--- src/rtl/pcw_ram.sv ---
// Single-port synchronous RAM with a registered read.
// Depends on nothing; instanced for each state memory of the engine.
`default_nettype none

module pcw_ram #(
  parameter int unsigned Width = 8,
  parameter int unsigned Depth = 256,
  localparam int unsigned AddrW = $clog2(Depth)
) (
  input  wire logic             clk_i,
  input  wire logic             we_i,
  input  wire logic [AddrW-1:0] addr_i,
  input  wire logic [Width-1:0] wdata_i,
  output logic      [Width-1:0] rdata_o
);

  logic [Width-1:0] mem_q [Depth];
  logic [Width-1:0] rdata_q;

  // read-first single port
  always_ff @(posedge clk_i) begin
    if (we_i) begin
      mem_q[addr_i] <= wdata_i;
    end
    rdata_q <= mem_q[addr_i];
  end

  assign rdata_o = rdata_q;

endmodule

`default_nettype wire

--- config.mk ---
export PLATFORM = sky130hd
export DESIGN_NAME = pcw_ram
export DESIGN_NICKNAME = d
export VERILOG_FILES = /design/src/rtl/pcw_ram.sv
export SDC_FILE = /design/constraint.sdc
export NUM_CORES = 2
export LEC_CHECK = 0
export BUFFER_PORTS_ARGS = -buffer_cell sky130_fd_sc_hd__buf_2
export CORE_ASPECT_RATIO = 0.8
export CORE_MARGIN = 2
export CORE_UTILIZATION = 25
export CTS_CLUSTER_SIZE = 10
export DETAILED_ROUTE_END_ITERATION = 8
export PLACE_DENSITY = 0.37
export SLEW_MARGIN = 40
export SYNTH_ARGS = -nofsm -noshare
export SYNTH_HDL_FRONTEND = slang
export SYNTH_SLANG_ARGS = --single-unit
export TNS_END_PERCENT = 1
--- constraint.sdc ---
create_clock -name clk_i -period 5.9 [get_ports clk_i]
set_clock_uncertainty 0.15 [all_clocks]
set_input_delay 0.59 -clock clk_i [delete_from_list [all_inputs] [get_ports clk_i]]
set_output_delay 0.59 -clock clk_i [all_outputs]
set_load 0.01 [all_outputs]
# Yosys cells after proc, flatten, opt, wreduce, memory -nomap -nowiden
# Memory sizes are Yosys's and may differ from the RTL's. A register that Yosys moved wholly into a read port is not among the register bits.
# Index checks and enable logic that the tools add are counted.
# totals
regBits	0
word_cells	3
inputBits	18
out_inout_bits	8
ramBits	2048
mem_count	1
# op_classes
mux	2
# mem_list
memory	depth	word_bits	rd	rd_ports_with_merged_regs	write_ports	line_no	source
mem_q	256	8	1	1	1	17	logic [Width-1:0] mem_q [Depth];
# op_table
operator	count
2-to-1 mux 1 bit	2

# Longest topological paths before layout
# logic_depth
ltp_word	2
mapped_depth	10
ltp_nobuf	5

# Worst setup path after synthesis
# OpenSTA, ideal clock, no wires.
# synth_timing
path_kind	input to register
start	in addr_i[1]
end	mem mem_q[111][0], enable pin
required_time_ns	5.380
arrival_ns	2.439
setup_ns	0.370
path_stages	9
path_buffers	5
setup_slack_ns	2.941
path_cell_list	buf_2 > clkbuf_1 > clkbuf_1 > nand2_1 > buf_2 > nor2_1 > nand2_1 > clkbuf_1 > nor2_1
# synth_rtl
item	line_no	source
start: declaration	12	input wire logic [AddrW-1:0] addr_i,
end: declaration	17	
# Straight into the memory's write port.

==> results.json <==
{
  "grt_util_met1": 0.209,
  "vias": 37000,
  "tightest_slew_ns": 1.00,
  "overflow": 0,
  "io_buffers": 25,
  "area_delta_synth_final_pct": 16.5,
  "clk_pin_slew_ns": 0.06,
  "final_antenna_net_count": 0,
  "setup_viol": 0,
  "worstSetupPathType": "in2reg",
  "synthCells": 3547,
  "antenna_found_initial": 11,
  "drtIter0Drc": 3390,
  "ir_worst_vdd_mv": 0.233,
  "nNetsFinal": 3758,
  "power.density_nw_per_um2": 332,
  "dp_hpwl_mm": 134,
  "cts.path.max_buffers": 4,
  "die_area_um2": 318000,
  "ctsRootBufferMaster": "clkbuf_16",
  "crit_path_max_incr_delay_ns": 0.64,
  "htree_levels": 4,
  "core_um2": 312000,
  "finalCritPeriodShare": 0.597,
  "ys_warn_count": 0,
  "grt_first_pass_wirelength_mm": 317,
  "final_layout_size_suffix_gt1_frac": 0.311,
  "die_w_um": 630,
  "numCtsBuffers": 234,
  "hp-class": "in2reg",
  "post_cts_resized": 0,
  "finalSetupTns_ns": 0,
  "final_cell_mix": "edfxtp_1 (2048), mux4_2 (512), a22oi_1 (256), clkbuf_16 (237), nor2_2 (192)",
  "met2_usage": 0.214,
  "first_pass_iters": 5,
  "use_met3": 0.0251,
  "status": "complete, no violations",
  "wire_per_inst_um": 28.5,
  "top_usage_layer": "met2",
  "cts.sinks": 2056,
  "dp.cells": 7656,
  "grt_pass1_vias": 38500,
  "leakagePower_nw": 26.8,
  "num_io_pins": 26,
  "syn_area_per_cell_um2": 22.1,
  "path_cells": "buf_8 > buf_12 > buf_4 > mux4_2 > a22oi_1 > a21oi_1 > o41ai_2 > buf_4 > nand4_1",
  "end_kind": "register",
  "synth_nets": 3565,
  "finalNonFillerCells": 7961,
  "worst-path-max-fanout": 61,
  "cts_tree": "yes",
  "min_period_ns": 3.52,
  "placementRows": 183,
  "syn_area_um2": 78500,
  "grt_use_total": 0.140,
  "gp_congestion": 0.739,
  "slew_headroom": 0.332,
  "grt_max_degree": 168,
  "initial_core_util": 0.252,
  "synth_seq_cells": 2056,
  "cap_viol_max_count": 0,
  "seq_area_frac_synth": 0.786,
  "avgViaCountPerCell": 4.64,
  "crit_required_ns": 6.45,
  "cpMaxStageDelayCell": "o41ai_2",
  "wl_mm": 227,
  "maxSlewViolCount": 0,
  "fmax_ghz": 0.284,
  "drc": 0,
  "clk_latency_ns": 0.87,
  "yosysUniqueCellTypes": 22,
  "worstPathArrival_ns": 4.07,
  "finalHoldViolations": 0,
  "die_h_um": 505,
  "crit_path_frequent_cell": "buf_4",
  "layout_commonest_cell": "edfxtp_1",
  "start_kind": "primary input",
  "rsz0062_at_grt": "false"
}
metal layers:
metal | share of wire | vias to the layer above
met3 | 0.047 | 292
met5 | 0 | -
li1 | - | 15400
met1 | 0.48 | 20400
met2 | 0.45 | 846
met4 | 0.017 | 0
cell usage after synthesis:
master	count	area, um2
nand2b_1	6	37.5
or2_2	2	12.5
dfxtp_1	8	160
edfxtp_1	2048	61500
mux4_2	512	11500
nor2b_1	7	43.8
nor3_1	30	150
nor2_1	232	871
a21oi_1	128	641
a22oi_1	256	1920
buf_4	16	120
and2_1	3	18.8
nand4_1	8	50.1
buf_2	36	180
buf_6	16	180
nand2_1	28	105
nand3_1	13	65.1
o41ai_1	32	280
inv_1	1	3.75
buf_1	19	71.3
clkbuf_1	145	544
or3_1	1	6.26
where the power goes:
| part | leakage, nW | switching [mW] | total (mW) | internal [mW] |
|---|---|---|---|---|
| registers | 18.5 | 0.0221 | 16.1 | 16.1 |
| clock network | 3.02 | 5.60 | 12.7 | 7.12 |
| logic | 5.35 | 0.970 | 1.45 | 0.485 |
what timing repair did:
action	in CTS	in global routing
setup buffers	0	0
hold endpoints to repair	36	7
hold buffers	4	1
area by class of cell:
class / instances / area (um2)
Antenna cell: 1 / 2.50
Tap cell: 4162 / 5210
Clock buffer: 283 / 6100
Multi-Input combinational cell: 1258 / 16500
Timing Repair Buffer: 189 / 1900
Sequential cell: 2056 / 61700
Fill cell: 30100 / 220000
Inverter: 1 / 3.75
Clock inverter: 11 / 76.3
worst max-delay path: cells and delay by family:
| family | cells | cell delay, ns |
|---|---|---|
| AOI/OAI and AO/OA | 3 | 1.23 |
| buffers and inverters | 4 | 1.54 |
| muxes | 1 | 0.43 |
| and+or+nand+nor | 1 | 0.09 |
sequential cells by signal, indices dropped and copies added, names as in the netlist:
signal / count
mem_q: 2048
rdata_o: 8
worst paths after layout:
| path | from | to | slack (ns) | depth (start not counted) |
|---|---|---|---|---|
| setup / recovery | addr_i[1] | rdata_o[5]$_DFF_P_ | 2.38 | 9 |
| hold / removal | wdata_i[3] | mem_q[69][3]$_DFFE_PP_ | 0.07 | 1 |
| setup reg to reg | mem_q[255][7]$_DFFE_PP_ | rdata_o[7]$_DFF_P_ | 3.07 | 6 |
| hold reg to reg | mem_q[30][2]$_DFFE_PP_ | rdata_o[2]$_DFF_P_ | 0.84 | 5 |
logic make-up (layout without fill, tap and decap cells):
| family | after synthesis | after routing | share of synthesized area |
|---|---|---|---|
| flip-flops | 2056 | 2056 | 0.786 |
| other | 0 | 1 | 0 |
| buffers and inverters | 233 | 484 | 0.0140 |
| AND/OR/NAND/NOR | 330 | 330 | 0.0173 |
| AO/OA/AOI/OAI | 416 | 416 | 0.0362 |
| multiplexers | 512 | 512 | 0.147 |
stage by stage:
step           instance area, um2  setup WS (ns)   util  hold WS (ns)  power [mW]
2_1_floorplan               78500           2.94      -         0.539        17.1
3_3_place_gp                84300           1.09  0.271         0.802        17.9
3_5_place_dp                84900           1.24  0.272         0.813        17.9
4_1_cts                     91100           2.17  0.292        0.0539        30.7
5_1_grt                     91400           2.22  0.293        0.0715        31.3
6_report                    91400           2.38  0.293        0.0744        30.3
Power figures use the tool's default switching activity.
