[src/rtl/pcw_pkg.sv]
// Shared types and constants of the particle walk step engine.
// No dependencies; imported by pcw_apb_regs and the top level.
`default_nettype none

package pcw_pkg;

  // Memory geometry
  localparam int unsigned NodeW  = 10;
  localparam int unsigned SlotW  = 4;
  localparam int unsigned PartW  = 6;
  localparam int unsigned ClassW = 3;
  localparam int unsigned PotW   = 18;
  localparam int unsigned OwnW   = 32;
  localparam int unsigned DistW  = 8;
  localparam int unsigned RateW  = 17;
  localparam int unsigned CountW = 5;
  localparam int unsigned LabelW = 4;

  localparam int unsigned MaxDegree  = 1 << SlotW;
  localparam int unsigned MaxClasses = 1 << ClassW;
  localparam logic [PotW-1:0] PotMax = '1;

  // Roulette weight and sum widths
  localparam int unsigned WeightW = 21;
  localparam int unsigned SumW    = WeightW + SlotW;

  // Register map (index = paddr / 4)
  localparam logic [2:0] RegGreedy = 3'd0;
  localparam logic [2:0] RegChange = 3'd1;
  localparam logic [2:0] RegRival  = 3'd2;
  localparam logic [2:0] RegLearn  = 3'd3;
  localparam logic [2:0] RegClass  = 3'd4;

  typedef enum logic [2:0] {
    OP_NEIGHBOR = 3'd0,
    OP_NODE     = 3'd1,
    OP_POTENTIAL = 3'd2,
    OP_PARTICLE = 3'd3,
    OP_DISTANCE = 3'd4,
    OP_WEIGHT   = 3'd5,
    OP_MOVE     = 3'd6,
    OP_READ     = 3'd7
  } op_e;

  typedef struct packed {
    logic [RateW-1:0] greedy_probability;
    logic [RateW-1:0] potential_change_rate;
    logic [RateW-1:0] rival_share;
    logic [RateW-1:0] particle_learning_rate;
    logic [3:0]       class_count;
  } cfg_t;

endpackage

`default_nettype wire

[src/rtl/pcw_apb_regs.sv]
// APB configuration registers of the walk step engine.
// Depends on pcw_pkg for the register map and the cfg_t bundle.
`default_nettype none

module pcw_apb_regs
  import pcw_pkg::*;
(
  input  wire logic        clk_i,
  input  wire logic        rst_ni,
  input  wire logic        psel,
  input  wire logic        penable,
  input  wire logic        pwrite,
  input  wire logic [4:0]  paddr,
  input  wire logic [31:0] pwdata,
  output logic      [31:0] prdata,
  output logic             pready,
  output cfg_t             cfg_o
);

  cfg_t cfg_q;
  logic wr_en;

  assign wr_en  = psel && penable && pwrite;
  assign pready = 1'b1;

  // register writes
  always_ff @(posedge clk_i or negedge rst_ni) begin
    if (!rst_ni) begin
      cfg_q.greedy_probability     <= RateW'(32768);
      cfg_q.potential_change_rate  <= RateW'(6554);
      cfg_q.rival_share            <= RateW'(6554);
      cfg_q.particle_learning_rate <= RateW'(39322);
      cfg_q.class_count            <= 4'd2;
    end else if (wr_en) begin
      unique case (paddr[4:2])
        RegGreedy: cfg_q.greedy_probability     <= pwdata[RateW-1:0];
        RegChange: cfg_q.potential_change_rate  <= pwdata[RateW-1:0];
        RegRival:  cfg_q.rival_share            <= pwdata[RateW-1:0];
        RegLearn:  cfg_q.particle_learning_rate <= pwdata[RateW-1:0];
        RegClass:  cfg_q.class_count            <= pwdata[3:0];
        default: ;
      endcase
    end
  end

  // read mux
  always_comb begin
    unique case (paddr[4:2])
      RegGreedy: prdata = {15'd0, cfg_q.greedy_probability};
      RegChange: prdata = {15'd0, cfg_q.potential_change_rate};
      RegRival:  prdata = {15'd0, cfg_q.rival_share};
      RegLearn:  prdata = {15'd0, cfg_q.particle_learning_rate};
      RegClass:  prdata = {28'd0, cfg_q.class_count};
      default:   prdata = 32'd0;
    endcase
  end

  assign cfg_o = cfg_q;

endmodule

`default_nettype wire

[config.mk]
export PLATFORM = sky130hd
export DESIGN_NAME = pcw_apb_regs
export DESIGN_NICKNAME = d
export VERILOG_FILES = /design/src/rtl/pcw_pkg.sv /design/src/rtl/pcw_apb_regs.sv
export SDC_FILE = /design/constraint.sdc
export NUM_CORES = 1
export LEC_CHECK = 0
export BUFFER_PORTS_ARGS = -buffer_cell sky130_fd_sc_hd__buf_2
export CAP_MARGIN = 20
export CORE_ASPECT_RATIO = 0.75
export CORE_MARGIN = 4
export CORE_UTILIZATION = 35
export DETAILED_ROUTE_END_ITERATION = 7
export SETUP_SLACK_MARGIN = 0.5
export SLEW_MARGIN = 15
export SYNTH_ARGS = -nofsm -noshare
export SYNTH_HDL_FRONTEND = slang
export SYNTH_SLANG_ARGS = --single-unit
[constraint.sdc]
create_clock -name clk_i -period 1.5 [get_ports clk_i]
set_input_delay 0.075 -clock clk_i [delete_from_list [all_inputs] [get_ports clk_i]]
set_output_delay 0.075 -clock clk_i [all_outputs]
set_load 0.05 [all_outputs]
Yosys cells after proc, flatten, opt, wreduce, memory -nomap -nowiden
Index checks and enable logic that the tools add are counted.

Register bits after elaboration: 72. Input bits: 42. Output and inout port bits: 105. Logic and storage cells: 18.

Eq/ne operators: 4. Muxes and demuxes: 1. Reduce and logical (&&, ||, !) cells: 8.

Operators with widths (number): $pmux W17 S5 (1); $reduce_and A2 Y1 (5); $eq A3 B2 Y1 const B (2); $eq A3 B1 Y1 const B (1); $eq A3 B3 Y1 const B (1); $logic_not A3 Y1 (1); $logic_and A1 B1 Y1 (2).

Longest topological paths before layout
Depth after elaboration: 3. Depth in mapped cells: 5. Depth with buffers taken out: 3.

Worst setup path after synthesis
No wires, ideal clock.

Path kind: reg-to-output. From: reg cfg_q (netlist bit cfg_o[5]). To: out prdata[1]. Arrival: 1.729 ns. Required time: 1.425 ns. Path slack: -0.304 ns. Stages on the path, launching flop included: 4. Cells stage by stage: dfstp_2 -> mux2_2 -> a21oi_1 -> o22ai_1.

Word-level cells in the longest chain between the ends: 1.

RTL lines: from (decl) (line pcw_apb_regs.sv:20) `cfg_t cfg_q;`; $pmux W17 S5 (line pcw_apb_regs.sv:48) `unique case (paddr[4:2])`; to (decl) (line pcw_apb_regs.sv:15) `output logic [31:0] prdata,`.

No other way between the ends.

Worst setup path after layout
From: reg cfg_q (netlist bit cfg_o[13]). To: out prdata[9].

The elaborated chain is that of the path after synthesis.

==> results.yml <==
hold_path:
  worstHoldPathCells: 2
  hp-start: "pwdata[11]"
  hp-class: "input port to flop"
  min_to: "cfg_o[66]$_DFFE_PN0P_"
synthesis:
  syn-instance-count: 231
  yosysSeqAreaShare_pct: 51.9
  synth_area_mm2: 0.00353
  synth-simple-area-share_pct: 6.23
  yosys.area_share.adder_pct: 0
  muxShareOfSynthArea_pct: 33.6
  synth_top_family_by_area: "multiplexers"
  synth_xor_area_share_pct: 0
  syn_avg_cell_area_um2: 15.3
  synth.distinct_cells: 25
  ys_seq_elements: 72
  synth_compound_gate_area_share_pct: 2.13
  ys.warnings.count: 0
sta:
  slew_viol_final: 0
  hold_viol: 0
  max_freq_mhz: 632
  setup_viol: 14
  min_period_ps: 1580
  setup_tns_ps: -841
  holdWs_ps: 22.6
  setup_ws_ps: -83.4
  rsz0062_at_grt: "yes"
  skew_ps: 0
  min_period_over_period_pct: 106
die:
  die_w_um: 124
  coreArea_mm2: 0.00974
  dieArea_mm2: 0.0118
  dieHeight_um: 95
  rows: 31
  start_util_pct: 36.3
  io_pins: 147
layout:
  largest_reg_flops: 72
  syn2layout_area_growth_pct: 98.9
  drive_gt1_share_pct: 93.1
  fin_area_mm2: 0.00703
  stdcell_count: 581
  finalNetCount: 486
  antennaDiodeCount: 0
worst_setup_path:
  cp.arrival_ps: 1510
  cp.required_ps: 1420
  start_kind: "flop"
  r2r-end: "cfg_o[27]$_DFFE_PN0P_"
  cp-end-kind: "output pin"
  path_class: "flop to output pin"
  r2r.worst_path.cells: 4
  crit_fanout: 2
  r2r_start: "cfg_o[27]$_DFFE_PN0P_"
  r2r_setup_slack_ps: 380
global_routing:
  first_global_vias: 2899
  track_usage_pct: 18.6
  gr-total-overflow: 0
  antenna_found_initial: 0
  grt_pass1_wl_mm: 16.4
  grt_max_degree: 73
clock_tree:
  clock_sinks: 72
  numCtsBuffers: 9
  htree_levels: 3
  cts_tree: "built"
  ctsRootBufferMaster: "clkbuf_16"
  insertion_delay_ps: 330
  ctsLongestPathBuffers: 2
  clk_pin_slew_ps: 60
route:
  routed_wirelength_mm: 11.4
  first_iter_violations: 174
  drc: 0
  drt-pass1-iter-count: 4
  via_per_inst: 4.76
  via_count: 2767
  routedWlPerCell_um: 19.6
  ant_nets: 0
placement:
  portBuffers: 113
  placed_area_mm2: 0.00470
  dp.cells: 482
  dp_hpwl_mm: 6.52
  place.gp.congestion: 0.754
status:
  violations: "setup timing"
  status: "finished, violations left"
job:
  max_cap_violations: 0
power_and_ir_drop:
  p_per_area_mw_per_mm2: 1450
  peakVddDrop_mv: 0.849
  p_leak_nw: 3.20
## placed cells by master (no fill, tap or decap), types with 2 or more instances in the layout
cell type	count
a22oi_1	2
buf_2	22
a21oi_4	4
a22oi_2	2
mux2_4	73
mux4_2	13
dfrtp_2	40
dfrtp_1	8
nor2b_4	13
buf_12	10
buf_8	77
nor3b_4	3
conb_1	16
dfstp_2	24
clkinv_2	3
mux2_2	3
nor3b_2	3
buf_6	87
buf_4	17
clkbuf_1	2
clkbuf_16	10
o22ai_4	4
buf_16	2
## worst max-delay path: stages, from the launching register on
cell and delay, ps:
dfrtp_2 410, mux4_2 480, nor2b_4 140, buf_6 150
## final cells by class
class | instances | area [um^2]
Tap cell | 132 | 165
Clock inverter | 4 | 45.0
Multi-Input combinational cell | 144 | 2020
Clock buffer | 12 | 246
Timing Repair Buffer | 217 | 2660
Fill cell | 605 | 2710
Sequential cell | 72 | 1880
## worst max-delay path by stage
stage,cells past startpoint,startpoint,endpoint
detailed placement,5,paddr[4],cfg_o[65]$_DFFE_PN0P_
global route,3,cfg_o[13]$_DFFE_PN0P_,prdata[9]
CTS,3,cfg_o[37]$_DFFE_PN0P_,prdata[16]
global placement,5,paddr[4],cfg_o[54]$_DFFE_PN0P_
finish,3,cfg_o[13]$_DFFE_PN0P_,prdata[9]
floorplan,2,cfg_o[42]$_DFFE_PN1P_,prdata[4]
## where the power goes
part	switching (W)	internal [W]	total, W
Clock	0.000801	0.00132	0.00213
Sequential	0.000366	0.00246	0.00283
Combinational	0.00258	0.00266	0.00524
Total	0.00375	0.00644	0.0102
## what timing repair did
item | 4_1_cts | 5_1_grt
resized for setup | 319 | 67
setup buffers | 47 | 32
endpoints found under the hold margin | 48 | 0
hold buffers | 1 | 0
setup endpoints to repair | 140 | 149
pin swaps | 8 | 5
gates cloned | 2 | 1
## cell families after synthesis
group                  Yosys count
AND/OR/NAND/NOR                 27
flip-flops                      72
multiplexers                    89
other                            2
buffers and inverters           29
AO/OA/AOI/OAI                   12
## synthesized netlist by cell type
master	count	share of area, %
mux2_2	66	21
dfrtp_1	48	34
dfstp_2	24	18
buf_4	20	4.3
nor2b_1	14	2.5
mux4_2	13	8.3
mux2_4	10	4.3
a21oi_1	4	0.57
a22oi_1	4	0.85
nor3b_1	4	0.85
o22ai_1	4	0.71
buf_2	3	0.42
clkbuf_1	3	0.32
conb_1	2	0.21
nor3b_4	2	1.1
and2b_1	1	0.21
buf_1	1	0.11
buf_12	1	0.57
buf_6	1	0.32
nand2_1	1	0.11
nand3_1	1	0.14
nand4b_4	1	0.67
nor2_2	1	0.18
nor3b_2	1	0.35
or3_1	1	0.18
## layer usage
layer	vias up	GRT usage [%]	share of wire [%]
met5	-	0	0
met4	0	5.47	1.3
met3	12	5.39	5.4
met2	98	29.4	50
met1	1416	24.8	43
li1	1241	-	-
## per-stage QoR
stage          total power (W)  setup slack [ps]  utilization (%)
6_report                0.0102             -83.4             72.2
5_1_grt                 0.0105              -112             72.2
4_1_cts                0.00974             -84.4             66.9
3_5_place_dp           0.00606              38.9             48.3
3_3_place_gp           0.00602              60.4             48.3
2_1_floorplan          0.00535               154                -
No activity file was read; power rests on OpenSTA's default activity.
